[config.mk]
export PLATFORM = sky130hd
export DESIGN_NAME = sync_follow_up_pairing
export DESIGN_NICKNAME = d
export VERILOG_FILES = /design/src/hdl/sfp_pkg.sv /design/src/hdl/sfp_front.sv /design/src/hdl/sfp_queue.sv /design/src/hdl/sfp_back.sv /design/src/hdl/sync_follow_up_pairing.sv
export SDC_FILE = /design/constraint.sdc
export NUM_CORES = 2
export LEC_CHECK = 0
export ABC_AREA = 1
export BUFFER_PORTS_ARGS = -buffer_cell sky130_fd_sc_hd__buf_2
export CORE_UTILIZATION = 24
export DETAILED_ROUTE_END_ITERATION = 16
export PLACE_DENSITY = 0.47
export REMOVE_ABC_BUFFERS = 1
export SLEW_MARGIN = 10
export SYNTH_ARGS = -nofsm -noshare
export SYNTH_HDL_FRONTEND = slang
export SYNTH_SLANG_ARGS = --single-unit
[constraint.sdc]
create_clock -name clk -period 15.7 [get_ports clk]
set_input_delay 3.14 -clock clk [delete_from_list [all_inputs] [get_ports clk]]
set_output_delay 3.14 -clock clk [all_outputs]
set_load 0.005 [all_outputs]
[src/hdl/sfp_pkg.sv]
// sfp_pkg: shared types and constants for the sync / follow-up pairing block
// used by sfp_front, sfp_queue, sfp_back and sync_follow_up_pairing
// no dependencies
package sfp_pkg;

  // nanoseconds in one second, as a 30-bit constant
  localparam logic [29:0] NS_PER_SEC = 30'd1000000000;
  // scaled correction fraction bits
  localparam int unsigned CORR_SHIFT = 16;
  // seconds are multiplied in two halves of this many bits
  localparam int unsigned SEC_SPLIT = 24;

  // configuration register indexes
  localparam logic REG_RECEIVER_STATE = 1'b0;
  localparam logic REG_PATH_ASYM      = 1'b1;

  // message kinds
  localparam logic MSG_SYNC      = 1'b0;
  localparam logic MSG_FOLLOW_UP = 1'b1;

  // one received message
  typedef struct packed {
    logic               action;
    logic               two_step;
    logic               from_parent;
    logic [15:0]        sequence_number;
    logic [47:0]        host_seconds;
    logic [29:0]        host_nanoseconds;
    logic [47:0]        origin_seconds;
    logic [29:0]        origin_nanoseconds;
    logic signed [63:0] correction;
  } msg_t;

  // one synchronisation result
  typedef struct packed {
    logic        sample_valid;
    logic [63:0] ingress_time;
    logic [63:0] corrected_origin_time;
  } result_t;

  // job handed from the front to the back: operands already selected,
  // all zero when no sample is produced
  typedef struct packed {
    logic        sample_valid;
    logic [47:0] host_seconds;
    logic [29:0] host_nanoseconds;
    logic [47:0] origin_seconds;
    logic [29:0] origin_nanoseconds;
    logic [63:0] corr_a;
    logic [63:0] corr_b;
  } job_t;

endpackage

[src/hdl/sfp_front.sv]
// sfp_front: configuration registers, message filtering and sync / follow-up pairing
// holds the single pending message and emits one job per accepted transaction
// depends on sfp_pkg
module sfp_front (
  input  logic              clk,
  input  logic              rst,
  input  logic              cfg_we,
  input  logic              cfg_index,
  input  logic [63:0]       cfg_data,
  input  logic              accept,
  input  sfp_pkg::msg_t     msg,
  output sfp_pkg::job_t     job
);

  logic        receiver_state;
  logic [63:0] path_asym;

  logic        held_valid;
  logic        held_is_follow_up;
  logic [15:0] held_sequence;
  logic [47:0] held_host_seconds;
  logic [29:0] held_host_nanoseconds;
  logic [47:0] held_origin_seconds;
  logic [29:0] held_origin_nanoseconds;
  logic [63:0] held_correction;

  logic        taken;
  logic        one_step;
  logic        paired;
  logic [63:0] corr_adj;

  // configuration registers
  always_ff @(posedge clk) begin
    if (rst) begin
      receiver_state <= 1'b0;
      path_asym      <= 64'd0;
    end else if (cfg_we) begin
      case (cfg_index)
        sfp_pkg::REG_RECEIVER_STATE: receiver_state <= cfg_data[0];
        sfp_pkg::REG_PATH_ASYM:      path_asym      <= cfg_data;
        default: ;
      endcase
    end
  end

  // classification of the incoming message
  always_comb begin
    taken    = receiver_state && msg.from_parent;
    corr_adj = (msg.action == sfp_pkg::MSG_SYNC) ?
               64'(msg.correction) + path_asym : 64'(msg.correction);
    one_step = (msg.action == sfp_pkg::MSG_SYNC) && !msg.two_step;
    paired   = held_valid && (msg.sequence_number == held_sequence) &&
               (held_is_follow_up != msg.action);
  end

  // operand selection for the arithmetic back end
  always_comb begin
    job = '0;
    if (taken && one_step) begin
      job.sample_valid       = 1'b1;
      job.host_seconds       = msg.host_seconds;
      job.host_nanoseconds   = msg.host_nanoseconds;
      job.origin_seconds     = msg.origin_seconds;
      job.origin_nanoseconds = msg.origin_nanoseconds;
      job.corr_a             = corr_adj;
    end else if (taken && paired) begin
      job.sample_valid = 1'b1;
      job.corr_a       = corr_adj;
      job.corr_b       = held_correction;
      if (msg.action == sfp_pkg::MSG_FOLLOW_UP) begin
        job.host_seconds       = held_host_seconds;
        job.host_nanoseconds   = held_host_nanoseconds;
        job.origin_seconds     = msg.origin_seconds;
        job.origin_nanoseconds = msg.origin_nanoseconds;
      end else begin
        job.host_seconds       = msg.host_seconds;
        job.host_nanoseconds   = msg.host_nanoseconds;
        job.origin_seconds     = held_origin_seconds;
        job.origin_nanoseconds = held_origin_nanoseconds;
      end
    end
  end

  // pending message validity
  always_ff @(posedge clk) begin
    if (rst) begin
      held_valid <= 1'b0;
    end else if (accept && taken) begin
      held_valid <= !(one_step || paired);
    end
  end

  // pending message contents, replaced by any unmatched two-step message
  always_ff @(posedge clk) begin
    if (accept && taken && !one_step && !paired) begin
      held_is_follow_up       <= msg.action;
      held_sequence           <= msg.sequence_number;
      held_host_seconds       <= msg.host_seconds;
      held_host_nanoseconds   <= msg.host_nanoseconds;
      held_origin_seconds     <= msg.origin_seconds;
      held_origin_nanoseconds <= msg.origin_nanoseconds;
      held_correction         <= corr_adj;
    end
  end

endmodule

[src/hdl/sfp_queue.sv]
// sfp_queue: short first-in first-out queue of jobs between front and back
// flip-flop storage, read data taken from the head entry
// depends on sfp_pkg
module sfp_queue #(
  parameter int unsigned DEPTH = 4
) (
  input  logic           clk,
  input  logic           rst,
  input  logic           push,
  input  sfp_pkg::job_t  push_data,
  input  logic           pop,
  output sfp_pkg::job_t  head,
  output logic           full,
  output logic           empty
);

  localparam int unsigned PTR_W   = (DEPTH > 1) ? $clog2(DEPTH) : 1;
  localparam int unsigned COUNT_W = $clog2(DEPTH + 1);
  localparam logic [PTR_W-1:0]   LAST_PTR  = PTR_W'(DEPTH - 1);
  localparam logic [COUNT_W-1:0] FULL_CNT  = COUNT_W'(DEPTH);

  sfp_pkg::job_t      entries [DEPTH];
  logic [PTR_W-1:0]   wr_ptr;
  logic [PTR_W-1:0]   rd_ptr;
  logic [COUNT_W-1:0] count;

  assign full  = (count == FULL_CNT);
  assign empty = (count == '0);
  assign head  = entries[rd_ptr];

  // pointers and fill count
  always_ff @(posedge clk) begin
    if (rst) begin
      wr_ptr <= '0;
      rd_ptr <= '0;
      count  <= '0;
    end else begin
      if (push) begin
        wr_ptr <= (wr_ptr == LAST_PTR) ? '0 : wr_ptr + PTR_W'(1);
      end
      if (pop) begin
        rd_ptr <= (rd_ptr == LAST_PTR) ? '0 : rd_ptr + PTR_W'(1);
      end
      if (push && !pop) begin
        count <= count + COUNT_W'(1);
      end else if (pop && !push) begin
        count <= count - COUNT_W'(1);
      end
    end
  end

  // storage
  always_ff @(posedge clk) begin
    if (push) begin
      entries[wr_ptr] <= push_data;
    end
  end

endmodule

[src/hdl/sfp_back.sv]
// sfp_back: two-stage arithmetic pipeline turning jobs into nanosecond results
// stage one forms the seconds partial products, stage two sums into the result register
// depends on sfp_pkg
module sfp_back (
  input  logic              clk,
  input  logic              rst,
  input  logic              job_ready,
  input  sfp_pkg::job_t     job,
  output logic              job_pop,
  output logic              result_valid,
  input  logic              result_stall,
  output sfp_pkg::result_t  result
);

  localparam int unsigned HI_W   = 48 - sfp_pkg::SEC_SPLIT;
  localparam int unsigned PROD_W = sfp_pkg::SEC_SPLIT + 30;
  localparam int unsigned PHI_W  = HI_W + 30;

  logic advance;

  logic              s1_valid;
  logic              s1_sample;
  logic [PROD_W-1:0] s1_ing_lo;
  logic [PHI_W-1:0]  s1_ing_hi;
  logic [29:0]       s1_ing_ns;
  logic [PROD_W-1:0] s1_org_lo;
  logic [PHI_W-1:0]  s1_org_hi;
  logic [63:0]       s1_org_rest;

  logic [63:0] corr_a_shr;
  logic [63:0] corr_b_shr;
  logic [63:0] ingress_next;
  logic [63:0] origin_next;

  // the pipeline moves whenever the result register is free or being taken
  assign advance = !result_valid || !result_stall;
  assign job_pop = advance && job_ready;

  // arithmetic shift of the scaled corrections to whole nanoseconds
  assign corr_a_shr = 64'($signed(job.corr_a) >>> sfp_pkg::CORR_SHIFT);
  assign corr_b_shr = 64'($signed(job.corr_b) >>> sfp_pkg::CORR_SHIFT);

  // stage one valid
  always_ff @(posedge clk) begin
    if (rst) begin
      s1_valid <= 1'b0;
    end else if (advance) begin
      s1_valid <= job_ready;
    end
  end

  // stage one: seconds times 1e9 in two halves, origin remainder summed
  always_ff @(posedge clk) begin
    if (advance) begin
      s1_sample   <= job.sample_valid;
      s1_ing_lo   <= PROD_W'(job.host_seconds[sfp_pkg::SEC_SPLIT-1:0]) *
                     PROD_W'(sfp_pkg::NS_PER_SEC);
      s1_ing_hi   <= PHI_W'(job.host_seconds[47:sfp_pkg::SEC_SPLIT]) *
                     PHI_W'(sfp_pkg::NS_PER_SEC);
      s1_ing_ns   <= job.host_nanoseconds;
      s1_org_lo   <= PROD_W'(job.origin_seconds[sfp_pkg::SEC_SPLIT-1:0]) *
                     PROD_W'(sfp_pkg::NS_PER_SEC);
      s1_org_hi   <= PHI_W'(job.origin_seconds[47:sfp_pkg::SEC_SPLIT]) *
                     PHI_W'(sfp_pkg::NS_PER_SEC);
      s1_org_rest <= 64'(job.origin_nanoseconds) + corr_a_shr + corr_b_shr;
    end
  end

  // stage two: recombine the halves, modulo 2^64
  assign ingress_next = 64'({s1_ing_hi, {sfp_pkg::SEC_SPLIT{1'b0}}}) +
                        64'(s1_ing_lo) + 64'(s1_ing_ns);
  assign origin_next  = 64'({s1_org_hi, {sfp_pkg::SEC_SPLIT{1'b0}}}) +
                        64'(s1_org_lo) + s1_org_rest;

  // output register
  always_ff @(posedge clk) begin
    if (rst) begin
      result_valid <= 1'b0;
    end else if (advance) begin
      result_valid <= s1_valid;
    end
  end

  always_ff @(posedge clk) begin
    if (advance) begin
      result.sample_valid          <= s1_sample;
      result.ingress_time          <= ingress_next;
      result.corrected_origin_time <= origin_next;
    end
  end

endmodule

[src/hdl/sync_follow_up_pairing.sv]
// sync_follow_up_pairing: top level of the two-step sync / follow-up pairing block
// connects the pairing front end, the job queue and the arithmetic back end
// depends on sfp_pkg, sfp_front, sfp_queue, sfp_back

// Every accepted message transaction yields exactly one result transaction, in
// order; sample_valid is clear (and both times zero) when the message was
// ignored or only stored for pairing. The block takes one message per clock
// cycle while msg_stall is low: the pairing decision and the update of the
// held message complete in the cycle of acceptance. A result passes through
// the queue entry, written at acceptance, then the multiply stage and the sum
// stage of the back end. The queue of QUEUE_DEPTH jobs lets the front keep
// taking messages while results wait; msg_stall rises only when it is full.
// Configuration writes take effect on the next message.
module sync_follow_up_pairing #(
  parameter int unsigned QUEUE_DEPTH = 4
) (
  input  logic              clk,
  input  logic              rst,
  input  logic              cfg_we,
  input  logic              cfg_index,
  input  logic [63:0]       cfg_data,
  input  logic              msg_valid,
  output logic              msg_stall,
  input  sfp_pkg::msg_t     msg,
  output logic              result_valid,
  input  logic              result_stall,
  output sfp_pkg::result_t  result
);

  logic          accept;
  logic          q_full;
  logic          q_empty;
  logic          q_pop;
  sfp_pkg::job_t front_job;
  sfp_pkg::job_t head_job;

  assign msg_stall = q_full;
  assign accept    = msg_valid && !q_full;

  // pairing front end
  sfp_front u_front (
    .clk       (clk),
    .rst       (rst),
    .cfg_we    (cfg_we),
    .cfg_index (cfg_index),
    .cfg_data  (cfg_data),
    .accept    (accept),
    .msg       (msg),
    .job       (front_job)
  );

  // job queue
  sfp_queue #(
    .DEPTH (QUEUE_DEPTH)
  ) u_queue (
    .clk       (clk),
    .rst       (rst),
    .push      (accept),
    .push_data (front_job),
    .pop       (q_pop),
    .head      (head_job),
    .full      (q_full),
    .empty     (q_empty)
  );

  // arithmetic back end
  sfp_back u_back (
    .clk          (clk),
    .rst          (rst),
    .job_ready    (!q_empty),
    .job          (head_job),
    .job_pop      (q_pop),
    .result_valid (result_valid),
    .result_stall (result_stall),
    .result       (result)
  );

endmodule

==> After elaboration in Yosys (flattened, before gate mapping) <==
Memory sizes are Yosys's and may differ from the RTL's. A register that Yosys moved wholly into a read port is not among the register bits.
Index checks and enable logic that the tools add are counted.
{ "word_totals": {"reg_bits": 688, "wordCells": 90, "ramBits": 1140, "out_inout_bits": 131, "memories": 1} }
{ "memory_table": {"columns": ["name", "words", "word_bits", "read_ports", "rd_clocked_by_memory_dff", "wr", "line_no", "source"], "rows": [
  ["u_queue.entries", 4, 285, 1, 1, 1, "sfp_queue.sv:22", "sfp_pkg::job_t entries [DEPTH];"]
]} }
{ "classes": {"multipliers": 4, "bitwise": 2, "add_sub_neg": 11, "eq_ne": 5, "n_reduce_logical": 29, "n_mux": 13} }
{ "op_table": {"columns": ["cell", "n"], "rows": [
  ["$mux 285", 1],
  ["$mux 221", 1],
  ["$add 64x64->64", 3],
  ["$mux 156", 1],
  ["$add 64x54->64", 2],
  ["$mux 64", 2],
  ["$mul 24x21->45 const B", 2],
  ["$add 64x30->64", 1],
  ["$mul 24x21->31 const B", 2],
  ["$add 31x48->49", 1],
  ["$eq 16x16->1", 1],
  ["$logic_and 1x1->1", 13],
  ["$logic_not 1->1", 10],
  ["$mux 2", 4],
  ["$mux 3", 2],
  ["$add 2x1->2 const B", 2],
  ["$eq 2x2->1 const B", 2],
  ["$reduce_and 2->1", 2],
  ["$add 3x1->3 const B", 1],
  ["$eq 3x3->1 const B", 1],
  ["$logic_not 3->1", 1],
  ["$sub 3x1->3 const B", 1],
  ["$logic_or 1x1->1", 2],
  ["$mux 1", 2],
  ["3 further kinds", 4]
]} }

==> Depth between registers and ports, before layout <==
{ "logic_depth": {"ltp_word": 7, "depth_mapped": 36, "mapped_depth_nobuf": 31} }

==> Cells and area by module <==
From an unflattened synthesis, not the netlist that was laid out.
{ "unflattened": {"hier_cells": 12566, "area_unflattened_um2": 122998.0} }
{ "by_module_without_submodules": {"columns": ["mod", "area_per_inst_um2", "seq_area_each_um2", "cells_each", "instances"], "rows": [
  ["sfp_back", 60882.1, 10910.5, 6945, 1],
  ["sfp_queue", 42341.9, 34413.0, 2815, 1],
  ["sfp_front", 19760.2, 8438.1, 2803, 1],
  ["sync_follow_up_pairing", 13.8, 0.0, 3, 1]
]} }

==> Worst setup path before layout <==
Ideal clock, no wire load.
{ "synth_timing": {"path_type": "input-to-reg", "from": "input port msg_valid", "to": "memory u_queue.entries[0][100] (netlist name) (enable)", "setup_slack_ns": 0.786, "path_buffers": 0, "t_arrival_ns": 14.041, "t_required_ns": 14.827, "cell_stages": 4, "cell_sequence": "inv_1 -> nor2_1 -> clkinv_1 -> nor2_1"} }
{ "synth_via": {"elab_chain_cells": 3} }
{ "synth_lines": {"columns": ["element", "line_no", "source"], "rows": [
  ["start: declaration", "sync_follow_up_pairing.sv:22", "input logic msg_valid,"],
  ["$logic_and 1x1->1", "sync_follow_up_pairing.sv:38", "assign accept = msg_valid && !q_full;"],
  ["via accept", "sync_follow_up_pairing.sv:30", "logic accept;"],
  ["$mux 1", "sfp_queue.sv:54", "if (push) begin"],
  ["$mux 1 (not written as such)", "sfp_queue.sv:55", "entries[wr_ptr] <= push_data;"],
  ["end: declaration", "sfp_queue.sv:22", null]
]} }
The timed path passes the listed nets, and every way through them passes these cells.

==> out/results.md <==
| Step | Quantity | This run |
| --- | --- | --- |
| outcome | Outcome | complete, no violations |
| detailed routing | Pre-Repair DR Iteration Count | 6 |
| timing | Final critical-path share of the clock period | 57.8% |
| worst setup path | Kind of end point of the critical path | flop |
| cts | Sink count of the clock tree | 1686 |
| worst setup path | Cell mode on critical path | fa_1 |
| final layout | Post-layout instance count excluding filler cells | 19200 |
| cts | Number of gates resized after CTS | 0 |
| cts | Clock root buffer master | clkbuf_16 |
| timing | Post-layout min period | 9.07 ns |
| detailed routing | Total routed wirelength | 383000 um |
| cts | Number of post-CTS setup repair buffers | 0 |
| cts | Clock edge transition at the registers on the reported setup and hold paths | 0.06 ns |
| yosys | Share of synthesized area occupied by flip-flops and latches | 42.5% |
| run | Maximum capacitance violations | 0 |
| cts | Cts hold-fix bufs | 0 |
| final layout | Net total in the final layout | 14700 |
| worst setup path | Cell family contributing the most delay on the critical path | adder cells |
| worst setup path | Critical path's largest stage delay | 0.91 ns |
| hold path | Number of stages on the worst hold path | 0 |
| grt | Overall fraction of global-route tracks in use | 15.3% |
| place | Number of instances in the placed design | 18800 |
| detailed routing | Initial DRC count | 5178 |
| final layout | Most used cells in the layout excluding fill and tap cells | nand2_1 (2147), inv_1 (2093), edfxtp_1 (1609) |
| grt | First-pass GRT wire length | 567000 um |
| floorplan | Starting utilization of the core area | 24.1% |
| worst setup path | Max FO, Critical Path | 137 |
| floorplan | Die extent in y | 702 um |
| grt | Antenna violations before repair | 60 |
| yosys | Synth Register Bits | 1686 |
| worst setup path | Arr. time, crit path | 9.72 ns |
| place | Port-buffer cells | 439 |
| worst setup path | Sum of buffers and inverters on the critical path | 5 |
| yosys | Avg Synthesized Cell Area | 9.77 um2 |
| worst setup path | Worst Setup Start Kind | flop |
| grt | Sum of overflow across all layers after global routing | 0 |
| final layout | Area grow syn2layout | 14.3% |
| yosys | Synthesized instance count | 12000 |
| final layout | Commonest non-fill, non-tap cell in the layout | nand2_1 |
| timing | RSZ-0062 raised after global routing | false |
| yosys | Combined area of all synthesized cells | 117000 um2 |
| timing | Total negative slack | 0 ns |
| yosys | Distinct cells, synth | 58 |
| detailed routing | Detailed-route DRC error count | 0 |
| yosys | Count of flip-flops with a built-in enable after synthesis | 1609 |
| worst setup path | Critical-path top delay cell | a32oi_1 |
| yosys | Yosys warnings | 0 |
| final layout | Fraction of layout cells with a size suffix above 1 | 7.48% |
| cts | Clock buffer count from CTS | 203 |
| place | Final HPWL DP | 301000 um |
| worst setup path | Cell depth of the worst setup path | 23 |
| worst setup path | Data required, critical path | 16.35 ns |
| place | GP Congestion | 0.945 |
| cts | Number of H-tree branching levels | 4 |
| hold path | Hold path startpoint | u_back.s1_ing_ns[5] |
| detailed routing | Number of nets still failing antenna checks after routing | 0 |
| timing | Max-slew violations | 0 |
| hold path | Type of the worst min-delay path | flop to flop |
| cts | CTS tree | done |
| worst setup path | Cell-by-cell listing of the critical path | buf_4, buf_4, buf_12, nand2_1, a32oi_1, inv_1, fa_1, fa_1, fa_1, fa_1, fa_1, fa_1, inv_1, fa_1, ha_1, nand2_1, nor3_1, nand4_1, nand3_1, a21o_1, nand2_1, nand3_1, nand2_1 |
| final layout | Filler cells | 51600 |
| cts | Clock Path Buffers | 4 |
| timing | Fmax | 110 MHz |
| timing | Worst-case headroom to the max-slew limit | 2.39% |
| floorplan | I/O pins | 440 |
| detailed routing | Vias | 83700 |
| yosys | Async set-or-reset flop fraction in the synthesized netlist | 0% |
| grt | Via count of the first global-routing pass | 85400 |
| cts | Clock Latency Late Sink | 0.92 ns |
| grt | Maximum number of pins on one net before global-route repair | 168 |
| yosys | Top flip-flop cell by instance count after synthesis | edfxtp_1 |
| worst setup path | Start-to-end type of the worst setup path | flop to flop |
| timing | Worst Clk Skew | 0.0949 ns |
| floorplan | Width of the die | 702 um |
| timing | Final Hold Fails | 0 |
| detailed routing | Number of vias per cell | 4.37 |
| timing | Final number of setup-violating endpoints | 0 |
| detailed routing | Average wire length per cell after detail routing | 20.0 um |
| floorplan | Die area | 492000 um2 |
| timing | Actual transition at the worst max-transition pin | 1.46 ns |
| floorplan | Std-Cell Rows | 256 |
| floorplan | Core region area | 487000 um2 |
| worst setup path | Worst r2r path cells | 23 |
[final timing paths]
check                                             to  slack [ns]
worst max-delay path            u_back.s1_ing_hi[37]        6.63
worst min-delay path               u_back.result[69]        0.42
worst min register to register     u_back.result[69]        0.42
worst max register to register  u_back.s1_ing_hi[37]        6.63
[cells by family after synthesis]
group,synth area share [%]
adder cells (fa/ha/maj),24.6
multiplexers,0.665
buffers and inverters,7.77
XOR/XNOR,2.54
AO/OA/AOI/OAI,8.54
AND/OR/NAND/NOR,13.4
flip-flops,42.5
[final cells by class]
class | count | area (um2) | share of cell area, %
inverter | 2112 | 7970 | 5.94
clock buffer | 250 | 5340 | 3.98
antenna | 14 | 35.0 | 0.0261
clock inverter | 114 | 1180 | 0.878
tap | 6450 | 8070 | 6.01
timing repair buffer | 563 | 3290 | 2.45
multi-input combinational | 7962 | 58500 | 43.6
sequential | 1686 | 49900 | 37.1
[cells in the mapped netlist, types with 5 or more instances]
cell type	n	area share [%]
inv_2	14	0.045
a32oi_1	45	0.34
o21ai_0	616	2.6
o21bai_1	54	0.35
edfxtp_1	1609	41
xor2_1	249	1.9
and3_1	17	0.091
a21boi_0	12	0.077
a21o_1	60	0.38
fa_1	800	14
a21oi_1	684	2.9
or2_2	21	0.11
nand2_2	14	0.075
o211ai_1	7	0.045
nor3_1	71	0.30
clkbuf_1	172	0.55
o21a_1	15	0.096
o31ai_1	5	0.032
o21ai_1	42	0.18
nand4_1	70	0.37
mux2i_1	78	0.66
buf_1	11	0.035
o21ai_2	5	0.037
buf_6	12	0.12
buf_2	52	0.22
inv_1	2096	6.7
nor2_1	1130	3.6
o22ai_1	180	0.96
buf_4	15	0.096
nand3b_1	14	0.089
xnor2_1	91	0.68
nand3_1	369	1.6
ha_1	1029	11
a31oi_1	59	0.31
dfxtp_1	77	1.3
nand2_1	2150	6.9
nor4_1	32	0.17
[worst reg2reg max path, stage by stage (launching register included)]
cell and delay [ns]:
dfxtp_4 0.60, buf_4 0.51, buf_4 0.67, buf_12 0.57, nand2_1 0.27, a32oi_1 0.91, inv_1 0.25, fa_1 0.54
fa_1 0.54, fa_1 0.43, fa_1 0.51, fa_1 0.43, fa_1 0.49, inv_1 0.05, fa_1 0.44, ha_1 0.37
nand2_1 0.11, nor3_1 0.38, nand4_1 0.15, nand3_1 0.21, a21o_1 0.18, nand2_1 0.08, nand3_1 0.07, nand2_1 0.06
[through the flow]
step | setup slack (ns) | hold WS, ns | utilization [%] | area, um2
after CTS | 6.54 | 0.421 | 27.6 | 134000
after detailed placement | 6.53 | 0.405 | 26.2 | 128000
final | 6.63 | 0.418 | 27.6 | 134000
after global placement | 6.66 | 0.402 | 26.2 | 128000
after floorplan | -2.39 | 0.400 | - | 116000
after global routing | 6.07 | 0.425 | 27.6 | 134000
[state kept, by name (all words and copies together) (netlist names), 3 cells and up, named ones only]
register and cells:
u_back.s1_org_lo 45, u_back.s1_ing_lo 45, u_front.held_host_seconds 48, u_front.path_asym 64, u_front.held_host_nanoseconds 30, u_back.s1_ing_hi 31, u_back.s1_ing_ns 30, u_queue.count 3
u_front.held_correction 48, u_back.result 129, u_front.held_origin_seconds 48, u_front.held_origin_nanoseconds 30, u_front.held_sequence 16, u_back.s1_org_rest 64, u_back.s1_org_hi 31, u_queue.entries 1012
[per-layer routing]
layer | up-vias | share of wire [%] | routed length (um) | track usage, %
met5 | - | 0.032 | 124 | 0
met2 | 1607 | 45 | 173000 | 24.7
met1 | 40900 | 48 | 185000 | 21.8
met3 | 414 | 3.9 | 15100 | 1.75
met4 | 20 | 2.7 | 10300 | 3.92
li1 | 40800 | - | - | -
Power is not shown: default switching activity piles up to over one toggle a cycle in this logic, so the estimate is an artifact.
